[src/rtl/mipsx_pkg.sv]
// ----------------------------------------------------------------------------
// mipsx_pkg
// Shared codes and constants of the MIPS-I subset execute block.
// ----------------------------------------------------------------------------
package mipsx_pkg;

  localparam int unsigned NUM_REGS_DEF = 32;
  localparam int unsigned REG_IDX_W    = 5;
  localparam int unsigned WORD_W       = 32;

  localparam logic [WORD_W-1:0] BOOT_ADDRESS_RST = 32'hBFC0_0000;
  localparam logic [WORD_W-1:0] PC_REGION_MASK   = 32'hF000_0000;
  localparam int unsigned       ISOLATE_BIT      = 16;

  // primary opcodes
  localparam logic [5:0] OP_SPECIAL = 6'b000000;
  localparam logic [5:0] OP_J       = 6'b000010;
  localparam logic [5:0] OP_BNE     = 6'b000101;
  localparam logic [5:0] OP_ADDI    = 6'b001000;
  localparam logic [5:0] OP_ADDIU   = 6'b001001;
  localparam logic [5:0] OP_SLTI    = 6'b001010;
  localparam logic [5:0] OP_ORI     = 6'b001101;
  localparam logic [5:0] OP_LUI     = 6'b001111;
  localparam logic [5:0] OP_COP0    = 6'b010000;
  localparam logic [5:0] OP_LW      = 6'b100011;
  localparam logic [5:0] OP_SH      = 6'b101001;
  localparam logic [5:0] OP_SW      = 6'b101011;

  // SPECIAL function codes
  localparam logic [5:0] FN_SLL  = 6'b000000;
  localparam logic [5:0] FN_ADDU = 6'b100001;
  localparam logic [5:0] FN_OR   = 6'b100101;
  localparam logic [5:0] FN_NOR  = 6'b100111;
  localparam logic [5:0] FN_SLTU = 6'b101011;

  // coprocessor 0
  localparam logic [4:0] COP_MT     = 5'd4;
  localparam logic [4:0] CP0_SR     = 5'd12;
  localparam logic [4:0] CP0_BPC    = 5'd3;
  localparam logic [4:0] CP0_BDA    = 5'd5;
  localparam logic [4:0] CP0_JUMPD  = 5'd6;
  localparam logic [4:0] CP0_DCIC   = 5'd7;
  localparam logic [4:0] CP0_BDAM   = 5'd9;
  localparam logic [4:0] CP0_BPCM   = 5'd11;
  localparam logic [4:0] CP0_CAUSE  = 5'd13;

  typedef enum logic [1:0] {
    MEM_NONE  = 2'd0,
    MEM_LW    = 2'd1,
    MEM_SW    = 2'd2,
    MEM_SH    = 2'd3
  } mem_kind_t;

  typedef enum logic [1:0] {
    STAT_OK       = 2'd0,
    STAT_BAD_OP   = 2'd1,
    STAT_OVERFLOW = 2'd2,
    STAT_BAD_COP  = 2'd3
  } status_t;

endpackage

[src/rtl/mipsx_if.sv]
// ----------------------------------------------------------------------------
// mipsx channel interfaces
// Valid/ready channels for instructions, results and the boot address write.
// ----------------------------------------------------------------------------
interface mipsx_in_if;
  logic        valid;
  logic        ready;
  logic [31:0] instr_word;
  logic [31:0] load_data;

  modport source (output valid, output instr_word, output load_data, input ready);
  modport sink   (input valid, input instr_word, input load_data, output ready);
endinterface

interface mipsx_out_if;
  logic        valid;
  logic        ready;
  logic [31:0] fetch_address;
  logic [1:0]  mem_kind;
  logic [31:0] mem_address;
  logic [31:0] store_data;
  logic [1:0]  status;

  modport source (output valid, output fetch_address, output mem_kind,
                  output mem_address, output store_data, output status, input ready);
  modport sink   (input valid, input fetch_address, input mem_kind,
                  input mem_address, input store_data, input status, output ready);
endinterface

interface mipsx_cfg_if;
  logic        valid;
  logic        ready;
  logic [31:0] data;

  modport source (output valid, output data, input ready);
  modport sink   (input valid, input data, output ready);
endinterface

[src/rtl/mips_i_subset_execute_top.sv]
// ----------------------------------------------------------------------------
// mips_i_subset_execute_top
// Executes one MIPS-I subset instruction per transfer and reports the next
// fetch address, one memory request and a status code. Throughput is one
// instruction per cycle while results are taken; each instruction is held
// in the input stage, read from the registered read port of the register
// file as it is taken in, and then in the result register. A load's data
// comes with the next instruction and is written to the register file as
// that instruction is taken. A boot address write reloads the pc if none commits.
// ----------------------------------------------------------------------------
module mips_i_subset_execute_top #(
  parameter int unsigned NUM_REGS = mipsx_pkg::NUM_REGS_DEF
) (
  input  logic        clk,
  input  logic        rst,
  mipsx_in_if.sink    instr,
  mipsx_out_if.source result,
  mipsx_cfg_if.sink   cfg
);

  localparam int unsigned AW = $clog2(NUM_REGS);

  // register file: one write port, two registered read ports
  logic [31:0]         gpr [NUM_REGS];
  logic [NUM_REGS-1:0] gpr_vld;

  // input stage
  logic        s1_valid;
  logic [31:0] s1_instr;
  logic [31:0] rd_a, rd_b;
  logic        rd_a_vld, rd_b_vld;
  logic        fwd_a, fwd_b;
  logic [31:0] fwd_val;

  // architectural state
  logic [31:0]   pc;
  logic [31:0]   status_reg;
  logic          pend_valid;
  logic [AW-1:0] pend_tgt;

  // result register
  logic        out_valid;
  logic [31:0] out_fetch, out_addr, out_sdata;
  logic [1:0]  out_kind, out_stat;

  logic commit, accept;

  // decode of the held instruction
  logic [5:0]  op, fn;
  logic [4:0]  rs, rt, rd, sh;
  logic [15:0] imm;
  logic [31:0] simm, a, b, sum, pc_inc;
  logic        isolated;

  // execute results
  logic          wr;
  logic [AW-1:0] widx;
  logic [31:0]   wval;
  logic [1:0]    kind;
  logic [31:0]   addr, sdata;
  logic [1:0]    stat;
  logic [31:0]   pc_next, status_next;
  logic          ld_new;

  // load pending for the instruction being taken in
  logic          pend_eff;
  logic [AW-1:0] pend_eff_tgt;

  // register file write port
  logic          we;
  logic [AW-1:0] waddr;
  logic [31:0]   wdata;
  logic          alu_we;

  assign commit      = s1_valid && (!out_valid || result.ready);
  assign instr.ready = !s1_valid || commit;
  assign accept      = instr.valid && instr.ready;
  assign cfg.ready   = 1'b1;

  assign op   = s1_instr[31:26];
  assign rs   = s1_instr[25:21];
  assign rt   = s1_instr[20:16];
  assign rd   = s1_instr[15:11];
  assign sh   = s1_instr[10:6];
  assign fn   = s1_instr[5:0];
  assign imm  = s1_instr[15:0];
  assign simm = {{16{imm[15]}}, imm};

  assign a = fwd_a ? fwd_val : (rd_a_vld ? rd_a : '0);
  assign b = fwd_b ? fwd_val : (rd_b_vld ? rd_b : '0);

  assign sum      = a + simm;
  assign pc_inc   = pc + 32'd4;
  assign isolated = status_reg[mipsx_pkg::ISOLATE_BIT];

  always_comb begin
    wr          = 1'b0;
    widx        = rd[AW-1:0];
    wval        = '0;
    kind        = mipsx_pkg::MEM_NONE;
    addr        = '0;
    sdata       = '0;
    stat        = mipsx_pkg::STAT_OK;
    pc_next     = pc_inc;
    status_next = status_reg;
    ld_new      = 1'b0;
    unique case (op)
      mipsx_pkg::OP_SPECIAL: begin
        wr = 1'b1;
        unique case (fn)
          mipsx_pkg::FN_SLL:  wval = b << sh;
          mipsx_pkg::FN_OR:   wval = a | b;
          mipsx_pkg::FN_NOR:  wval = ~(a | b);
          mipsx_pkg::FN_SLTU: wval = {31'd0, a < b};
          mipsx_pkg::FN_ADDU: wval = a + b;
          default: begin
            wr   = 1'b0;
            stat = mipsx_pkg::STAT_BAD_OP;
          end
        endcase
      end
      mipsx_pkg::OP_LUI: begin
        wr = 1'b1; widx = rt[AW-1:0]; wval = {imm, 16'd0};
      end
      mipsx_pkg::OP_ORI: begin
        wr = 1'b1; widx = rt[AW-1:0]; wval = a | {16'd0, imm};
      end
      mipsx_pkg::OP_SLTI: begin
        wr = 1'b1; widx = rt[AW-1:0]; wval = {31'd0, $signed(a) < $signed(simm)};
      end
      mipsx_pkg::OP_ADDIU: begin
        wr = 1'b1; widx = rt[AW-1:0]; wval = sum;
      end
      mipsx_pkg::OP_ADDI: begin
        // signed overflow: both operands differ in sign from the sum
        if (((a ^ sum) & (simm ^ sum)) >> 31 != 32'd0) begin
          stat = mipsx_pkg::STAT_OVERFLOW;
        end else begin
          wr = 1'b1; widx = rt[AW-1:0]; wval = sum;
        end
      end
      mipsx_pkg::OP_SW: begin
        if (!isolated) begin
          kind = mipsx_pkg::MEM_SW; addr = sum; sdata = b;
        end
      end
      mipsx_pkg::OP_SH: begin
        if (!isolated) begin
          kind = mipsx_pkg::MEM_SH; addr = sum; sdata = {16'd0, b[15:0]};
        end
      end
      mipsx_pkg::OP_LW: begin
        if (!isolated) begin
          kind = mipsx_pkg::MEM_LW; addr = sum; ld_new = 1'b1;
        end
      end
      mipsx_pkg::OP_J: begin
        pc_next = (pc_inc & mipsx_pkg::PC_REGION_MASK) | {4'd0, s1_instr[25:0], 2'b00};
      end
      mipsx_pkg::OP_BNE: begin
        // target is pc + 4 + (offset << 2) - 4
        if (a != b) pc_next = pc + {simm[29:0], 2'b00};
      end
      mipsx_pkg::OP_COP0: begin
        if (rs != mipsx_pkg::COP_MT) begin
          stat = mipsx_pkg::STAT_BAD_OP;
        end else if (rd == mipsx_pkg::CP0_SR) begin
          status_next = b;
        end else if ((rd == mipsx_pkg::CP0_BPC  || rd == mipsx_pkg::CP0_BDA  ||
                      rd == mipsx_pkg::CP0_JUMPD || rd == mipsx_pkg::CP0_DCIC ||
                      rd == mipsx_pkg::CP0_BDAM || rd == mipsx_pkg::CP0_BPCM ||
                      rd == mipsx_pkg::CP0_CAUSE) && b == 32'd0) begin
          stat = mipsx_pkg::STAT_OK;
        end else begin
          stat = mipsx_pkg::STAT_BAD_COP;
        end
      end
      default: stat = mipsx_pkg::STAT_BAD_OP;
    endcase
  end

  always_comb begin
    if (commit) begin
      pend_eff     = ld_new;
      pend_eff_tgt = rt[AW-1:0];
    end else begin
      pend_eff     = pend_valid;
      pend_eff_tgt = pend_tgt;
    end
  end

  // Load data is written as the delay-slot instruction is taken in. A commit
  // with a register write never coincides: then the committing item is a load.
  assign alu_we = commit && wr && (widx != '0);

  always_comb begin
    if (alu_we) begin
      we    = 1'b1;
      waddr = widx;
      wdata = wval;
    end else begin
      we    = accept && pend_eff && (pend_eff_tgt != '0);
      waddr = pend_eff_tgt;
      wdata = instr.load_data;
    end
  end

  always_ff @(posedge clk) begin
    if (we) gpr[waddr] <= wdata;
    if (accept) begin
      rd_a <= gpr[instr.instr_word[21 +: AW]];
      rd_b <= gpr[instr.instr_word[16 +: AW]];
    end
  end

  always_ff @(posedge clk) begin
    if (rst) begin
      gpr_vld <= '0;
    end else if (we) begin
      gpr_vld[waddr] <= 1'b1;
    end
  end

  // input stage
  always_ff @(posedge clk) begin
    if (rst) begin
      s1_valid <= 1'b0;
    end else if (accept) begin
      s1_valid <= 1'b1;
    end else if (commit) begin
      s1_valid <= 1'b0;
    end
  end

  always_ff @(posedge clk) begin
    if (accept) begin
      s1_instr <= instr.instr_word;
      rd_a_vld <= gpr_vld[instr.instr_word[21 +: AW]];
      rd_b_vld <= gpr_vld[instr.instr_word[16 +: AW]];
      fwd_a    <= alu_we && (widx == instr.instr_word[21 +: AW]);
      fwd_b    <= alu_we && (widx == instr.instr_word[16 +: AW]);
      fwd_val  <= wval;
    end
  end

  // architectural state
  always_ff @(posedge clk) begin
    if (rst) begin
      pc         <= mipsx_pkg::BOOT_ADDRESS_RST;
      status_reg <= '0;
      pend_valid <= 1'b0;
      pend_tgt   <= '0;
    end else if (commit) begin
      pc         <= pc_next;
      status_reg <= status_next;
      pend_valid <= ld_new;
      pend_tgt   <= ld_new ? rt[AW-1:0] : '0;
    end else if (cfg.valid) begin
      pc <= cfg.data;
    end
  end

  // result register
  always_ff @(posedge clk) begin
    if (rst) begin
      out_valid <= 1'b0;
    end else if (commit) begin
      out_valid <= 1'b1;
    end else if (result.ready) begin
      out_valid <= 1'b0;
    end
  end

  always_ff @(posedge clk) begin
    if (commit) begin
      out_fetch <= pc;
      out_kind  <= kind;
      out_addr  <= addr;
      out_sdata <= sdata;
      out_stat  <= stat;
    end
  end

  assign result.valid         = out_valid;
  assign result.fetch_address = out_fetch;
  assign result.mem_kind      = out_kind;
  assign result.mem_address   = out_addr;
  assign result.store_data    = out_sdata;
  assign result.status        = out_stat;

endmodule

[src/flat_wrapper.sv]
// flat-port wrapper written by rule: the top's interface ports become plain ports
module mips_i_subset_execute_top_flat 
#(
  parameter int unsigned NUM_REGS = mipsx_pkg::NUM_REGS_DEF
)
  (clk, rst, instr_valid, instr_instr_word, instr_load_data, instr_ready, result_valid, result_fetch_address, result_mem_kind, result_mem_address, result_store_data, result_status, result_ready, cfg_valid, cfg_data, cfg_ready);
  mipsx_in_if instr_i ();
  mipsx_out_if result_i ();
  mipsx_cfg_if cfg_i ();
  input  logic clk;
  input  logic rst;
  input wire logic [$bits(instr_i.valid)-1:0] instr_valid;
  input wire logic [$bits(instr_i.instr_word)-1:0] instr_instr_word;
  input wire logic [$bits(instr_i.load_data)-1:0] instr_load_data;
  output wire logic [$bits(instr_i.ready)-1:0] instr_ready;
  output wire logic [$bits(result_i.valid)-1:0] result_valid;
  output wire logic [$bits(result_i.fetch_address)-1:0] result_fetch_address;
  output wire logic [$bits(result_i.mem_kind)-1:0] result_mem_kind;
  output wire logic [$bits(result_i.mem_address)-1:0] result_mem_address;
  output wire logic [$bits(result_i.store_data)-1:0] result_store_data;
  output wire logic [$bits(result_i.status)-1:0] result_status;
  input wire logic [$bits(result_i.ready)-1:0] result_ready;
  input wire logic [$bits(cfg_i.valid)-1:0] cfg_valid;
  input wire logic [$bits(cfg_i.data)-1:0] cfg_data;
  output wire logic [$bits(cfg_i.ready)-1:0] cfg_ready;
  assign instr_i.valid = instr_valid;
  assign instr_i.instr_word = instr_instr_word;
  assign instr_i.load_data = instr_load_data;
  assign instr_ready = instr_i.ready;
  assign result_valid = result_i.valid;
  assign result_fetch_address = result_i.fetch_address;
  assign result_mem_kind = result_i.mem_kind;
  assign result_mem_address = result_i.mem_address;
  assign result_store_data = result_i.store_data;
  assign result_status = result_i.status;
  assign result_i.ready = result_ready;
  assign cfg_i.valid = cfg_valid;
  assign cfg_i.data = cfg_data;
  assign cfg_ready = cfg_i.ready;
  mips_i_subset_execute_top #(.NUM_REGS(NUM_REGS)) u_core (.clk(clk), .rst(rst), .instr(instr_i), .result(result_i), .cfg(cfg_i));
endmodule
[config.mk]
export PLATFORM = sky130hd
export DESIGN_NAME = mips_i_subset_execute_top_flat
export DESIGN_NICKNAME = d
export VERILOG_FILES = /design/src/rtl/mipsx_pkg.sv /design/src/rtl/mipsx_if.sv /design/src/rtl/mips_i_subset_execute_top.sv /design/src/flat_wrapper.sv
export SDC_FILE = /design/constraint.sdc
export NUM_CORES = 2
export LEC_CHECK = 0
export BUFFER_PORTS_ARGS = -buffer_cell sky130_fd_sc_hd__buf_2
export CAP_MARGIN = 20
export CELL_PAD_IN_SITES_DETAIL_PLACEMENT = 1
export CELL_PAD_IN_SITES_GLOBAL_PLACEMENT = 2
export CORE_MARGIN = 3
export CORE_UTILIZATION = 48
export DETAILED_ROUTE_END_ITERATION = 12
export PLACE_DENSITY_LB_ADDON = 0.1
export SLEW_MARGIN = 40
export SYNTH_ARGS = -nofsm -noshare
export SYNTH_HDL_FRONTEND = slang
export SYNTH_SLANG_ARGS = --single-unit
[constraint.sdc]
create_clock -name clk -period 7.1 [get_ports clk]
set_clock_uncertainty 0.2 [all_clocks]
set_input_delay 1.42 -clock clk [delete_from_list [all_inputs] [get_ports clk]]
set_output_delay 1.42 -clock clk [all_outputs]
set_load 0.02 [all_outputs]
==> flow_summary.toml <==
[place]
port_buffers = 202
dp_worst_setup_slack_ns = 0.749
dp.final_hpwl_um = 167000
place_area_um2 = 75600
gp_congestion = 0.979
placed_cells_incl_taps = 6367

[min_path]
min_path_type = "flip-flop to flip-flop"

[cells_and_area]
fin_cells = 6638
drive_above_1_share_pct = 31.9
post-route-cell-area_um2 = 80500
layout.nets = 4930
final_util_pct = 55.7
regMostFlops = "u_core.gpr"
syn_to_final_growth_pct = 14.4
largest_reg_flops = 1024

[sta]
fin_crit_ns = 6.47
tns_ns = 0
min_period_over_period_pct = 91.2
tightest_slew_ns = 0.893
layout_setup_ws_ns = 0.626
setup_viol = 0
slew_viol_final = 0
relSlewSlack_pct = 39.9
rsz0062_at_grt = "no"
max_freq_ghz = 0.154
whs_ns = 0.235
final-hold-violation-count = 0

[logic_synthesis]
synthCells = 4316
syn_avg_cell_area_um2 = 16.3
ys_warn_count = 0
synth_cell_types = 102
synth_edf_count = 1256
synthArstFlopShare_pct = 0
ys.flop_type = "edfxtp_1"
netlist_area_um2 = 70400
ys_seq_elements = 1329
seq_area_frac_synth_pct = 55.6

[floorplan]
coreArea_um2 = 145000
rows = 139
start_util_pct = 48.7
fp.dieH_um = 389
die_area_um2 = 151000
num_io_pins = 204
die_x_um = 389

[route]
drt-total-wl_um = 245000
vias_per_cell = 6.81
vias = 45176
drt_first_pass_iters = 5
antenna_left = 0
drt_iter0_markers = 5267
wl_per_cell_um = 36.8
post-route-drc-count = 0

[clock_tree]
cts_tree = "yes"
cts.hold.buffers_added = 0
htree_levels = 4
clk_pin_slew_ns = 0.06
cts-resized-gates = 0
cts_buffers = 145
clk_latency_ns = 0.80
cts_post_setup_buffers_inserted = 0
clock-sinks = 1329
cts.path.max_buffers = 3
ctsRootBufferMaster = "clkbuf_16"

[setup_path]
cpMostUsedCell = "buf_4"
start_kind = "flip-flop"
crit_arrival_ns = 6.75
crit_buf_inv = 5
cp_slowest_stage_delay_ns = 0.65
crit_required_ns = 7.38
critical_path_class = "flip-flop to flip-flop"
cp_top_family = "compound AO/OA/AOI/OAI gates"
path_cells = "nor2b_4 -> buf_4 -> a22o_1 -> ha_1 -> nor4_1 -> o21ai_1 -> a2111oi_4 -> o211ai_2 -> or2_1 -> and3_1 -> o211ai_4 -> buf_4 -> mux2i_1 -> buf_4 -> o2bb2ai_4 -> buf_16 -> buf_4"
crit_path_end_kind = "flip-flop"
critical_path.slowest_cell = "o211ai_4"
critPathMaxFanout = 23

[global_route]
grt_pass1_wl_um = 350000
first_global_vias = 45896
track_usage_pct = 32.3
overflow = 0
antenna_found_initial = 15
grt_max_degree = 94

[power_and_ir_drop]
peakVddDrop_v = 0.000244
p_per_area_nw_per_um2 = 234
power_switching_share_pct = 25.6
p_comb_share_pct = 12.2
p_leak_nw = 27.6
power_frac_clock_pct = 41.0
p_int_mw = 14.0
total_power_mw = 18.9
power_frac_seq_pct = 46.8
switchingPower_mw = 4.84

[run_status]
status = "finished, final reports clean"

[flow_run]
cap_violations = 0
-- path summary, 6_finish.rpt --
check          startpoint                        endpoint  slack [ns]  cells after the start
max          u_core.fwd_a              u_core.gpr[30][15]        0.63                     17
min          u_core.pc[1]  u_core.result.fetch_address[1]        0.23                      0
max reg2reg  u_core.fwd_a              u_core.gpr[30][15]        0.63                     17
min reg2reg  u_core.pc[1]  u_core.result.fetch_address[1]        0.23                      0
-- kinds of logic (layout without fill, tap and decap cells) --
| group | count (synthesis) | after routing | synth area share (%) |
|---|---|---|---|
| xor+xnor | 140 | 140 | 1.74 |
| mux | 869 | 869 | 24.9 |
| buf+inv | 418 | 805 | 2.35 |
| flops | 1329 | 1329 | 55.6 |
| simple gates | 663 | 663 | 4.58 |
| other cells | 2 | 34 | 0.0107 |
| compound gates | 679 | 679 | 6.94 |
| fa+ha+maj | 216 | 216 | 3.87 |
-- Yosys cell counts, drive strengths merged, types with 28 or more instances --
cell    count  area (um2)
clkbuf    195         732
a221oi     36         315
nor3       47         246
dfxtp      73        1460
a211oi     29         235
nor2b      28         178
mux2i      75         751
xnor2      91         797
a21oi     138         698
mux4      692       15600
ha        213        2670
xor2       49         429
nand2     155         582
inv       133         499
buf        89         423
a22oi      60         494
nor2      218         818
o21ai     110         562
nand3      47         240
mux2      102        1160
edfxtp   1256       37700
-- area by class of cell --
class | instances | area [um2]
repair buffers | 403 | 3310
flip-flops and latches | 1329 | 39200
well taps | 1903 | 2380
clock inverters | 86 | 1010
multi-input cells | 2600 | 30300
clock buffers | 182 | 3850
fillers | 13238 | 64200
inverters | 134 | 515
diodes | 1 | 2.50
-- power by group through the flow --
stage / sequential (mW) / combinational (mW) / clock, mW
after CTS: 8.82 / 2.28 / 7.86
after floorplan: 8.98 / 1.45 / 0
after global placement: 8.99 / 2.25 / 0
after detailed placement: 8.99 / 2.26 / 0
after global routing: 8.83 / 2.44 / 8.20
final: 8.82 / 2.30 / 7.75
-- per-layer routing --
| metal | vias up | GRT usage, % | part of all wire (%) |
|---|---|---|---|
| met3 | 438 | 5.70 | 7.9 |
| met5 | - | 0 | 0.0078 |
| li1 | 18362 | - | - |
| met2 | 2251 | 51.9 | 48 |
| met4 | 2 | 11.1 | 3.8 |
| met1 | 24123 | 45.0 | 40 |
-- cell usage in the layout (no fill, tap or decap), types with 22 or more instances in the layout --
cell type / netlist / final
nand4_1: 27 / 27
a21oi_1: 136 / 136
nand3_1: 46 / 45
buf_4: 5 / 143
nand2b_1: 26 / 25
mux2i_1: 75 / 75
nor2_1: 218 / 216
ha_1: 213 / 213
o21ba_1: 22 / 22
clkbuf_16: 0 / 146
buf_2: 14 / 195
a31oi_1: 25 / 22
conb_1: 2 / 33
edfxtp_1: 1256 / 1256
o21bai_1: 23 / 23
buf_12: 0 / 23
buf_8: 0 / 23
clkinv_2: 0 / 26
a211oi_1: 27 / 27
clkinv_1: 1 / 27
a21o_1: 26 / 26
mux4_2: 692 / 692
nor3_1: 46 / 46
nor2b_1: 27 / 26
dfxtp_1: 73 / 73
clkbuf_1: 195 / 30
a221oi_1: 36 / 36
nand2_1: 155 / 154
a22oi_1: 53 / 53
o2bb2ai_4: 0 / 22
o221ai_1: 24 / 23
xnor2_1: 91 / 91
o21ai_0: 103 / 94
mux2_2: 99 / 99
inv_1: 128 / 127
xor2_1: 49 / 49
No activity file was read; power rests on OpenSTA's default activity.
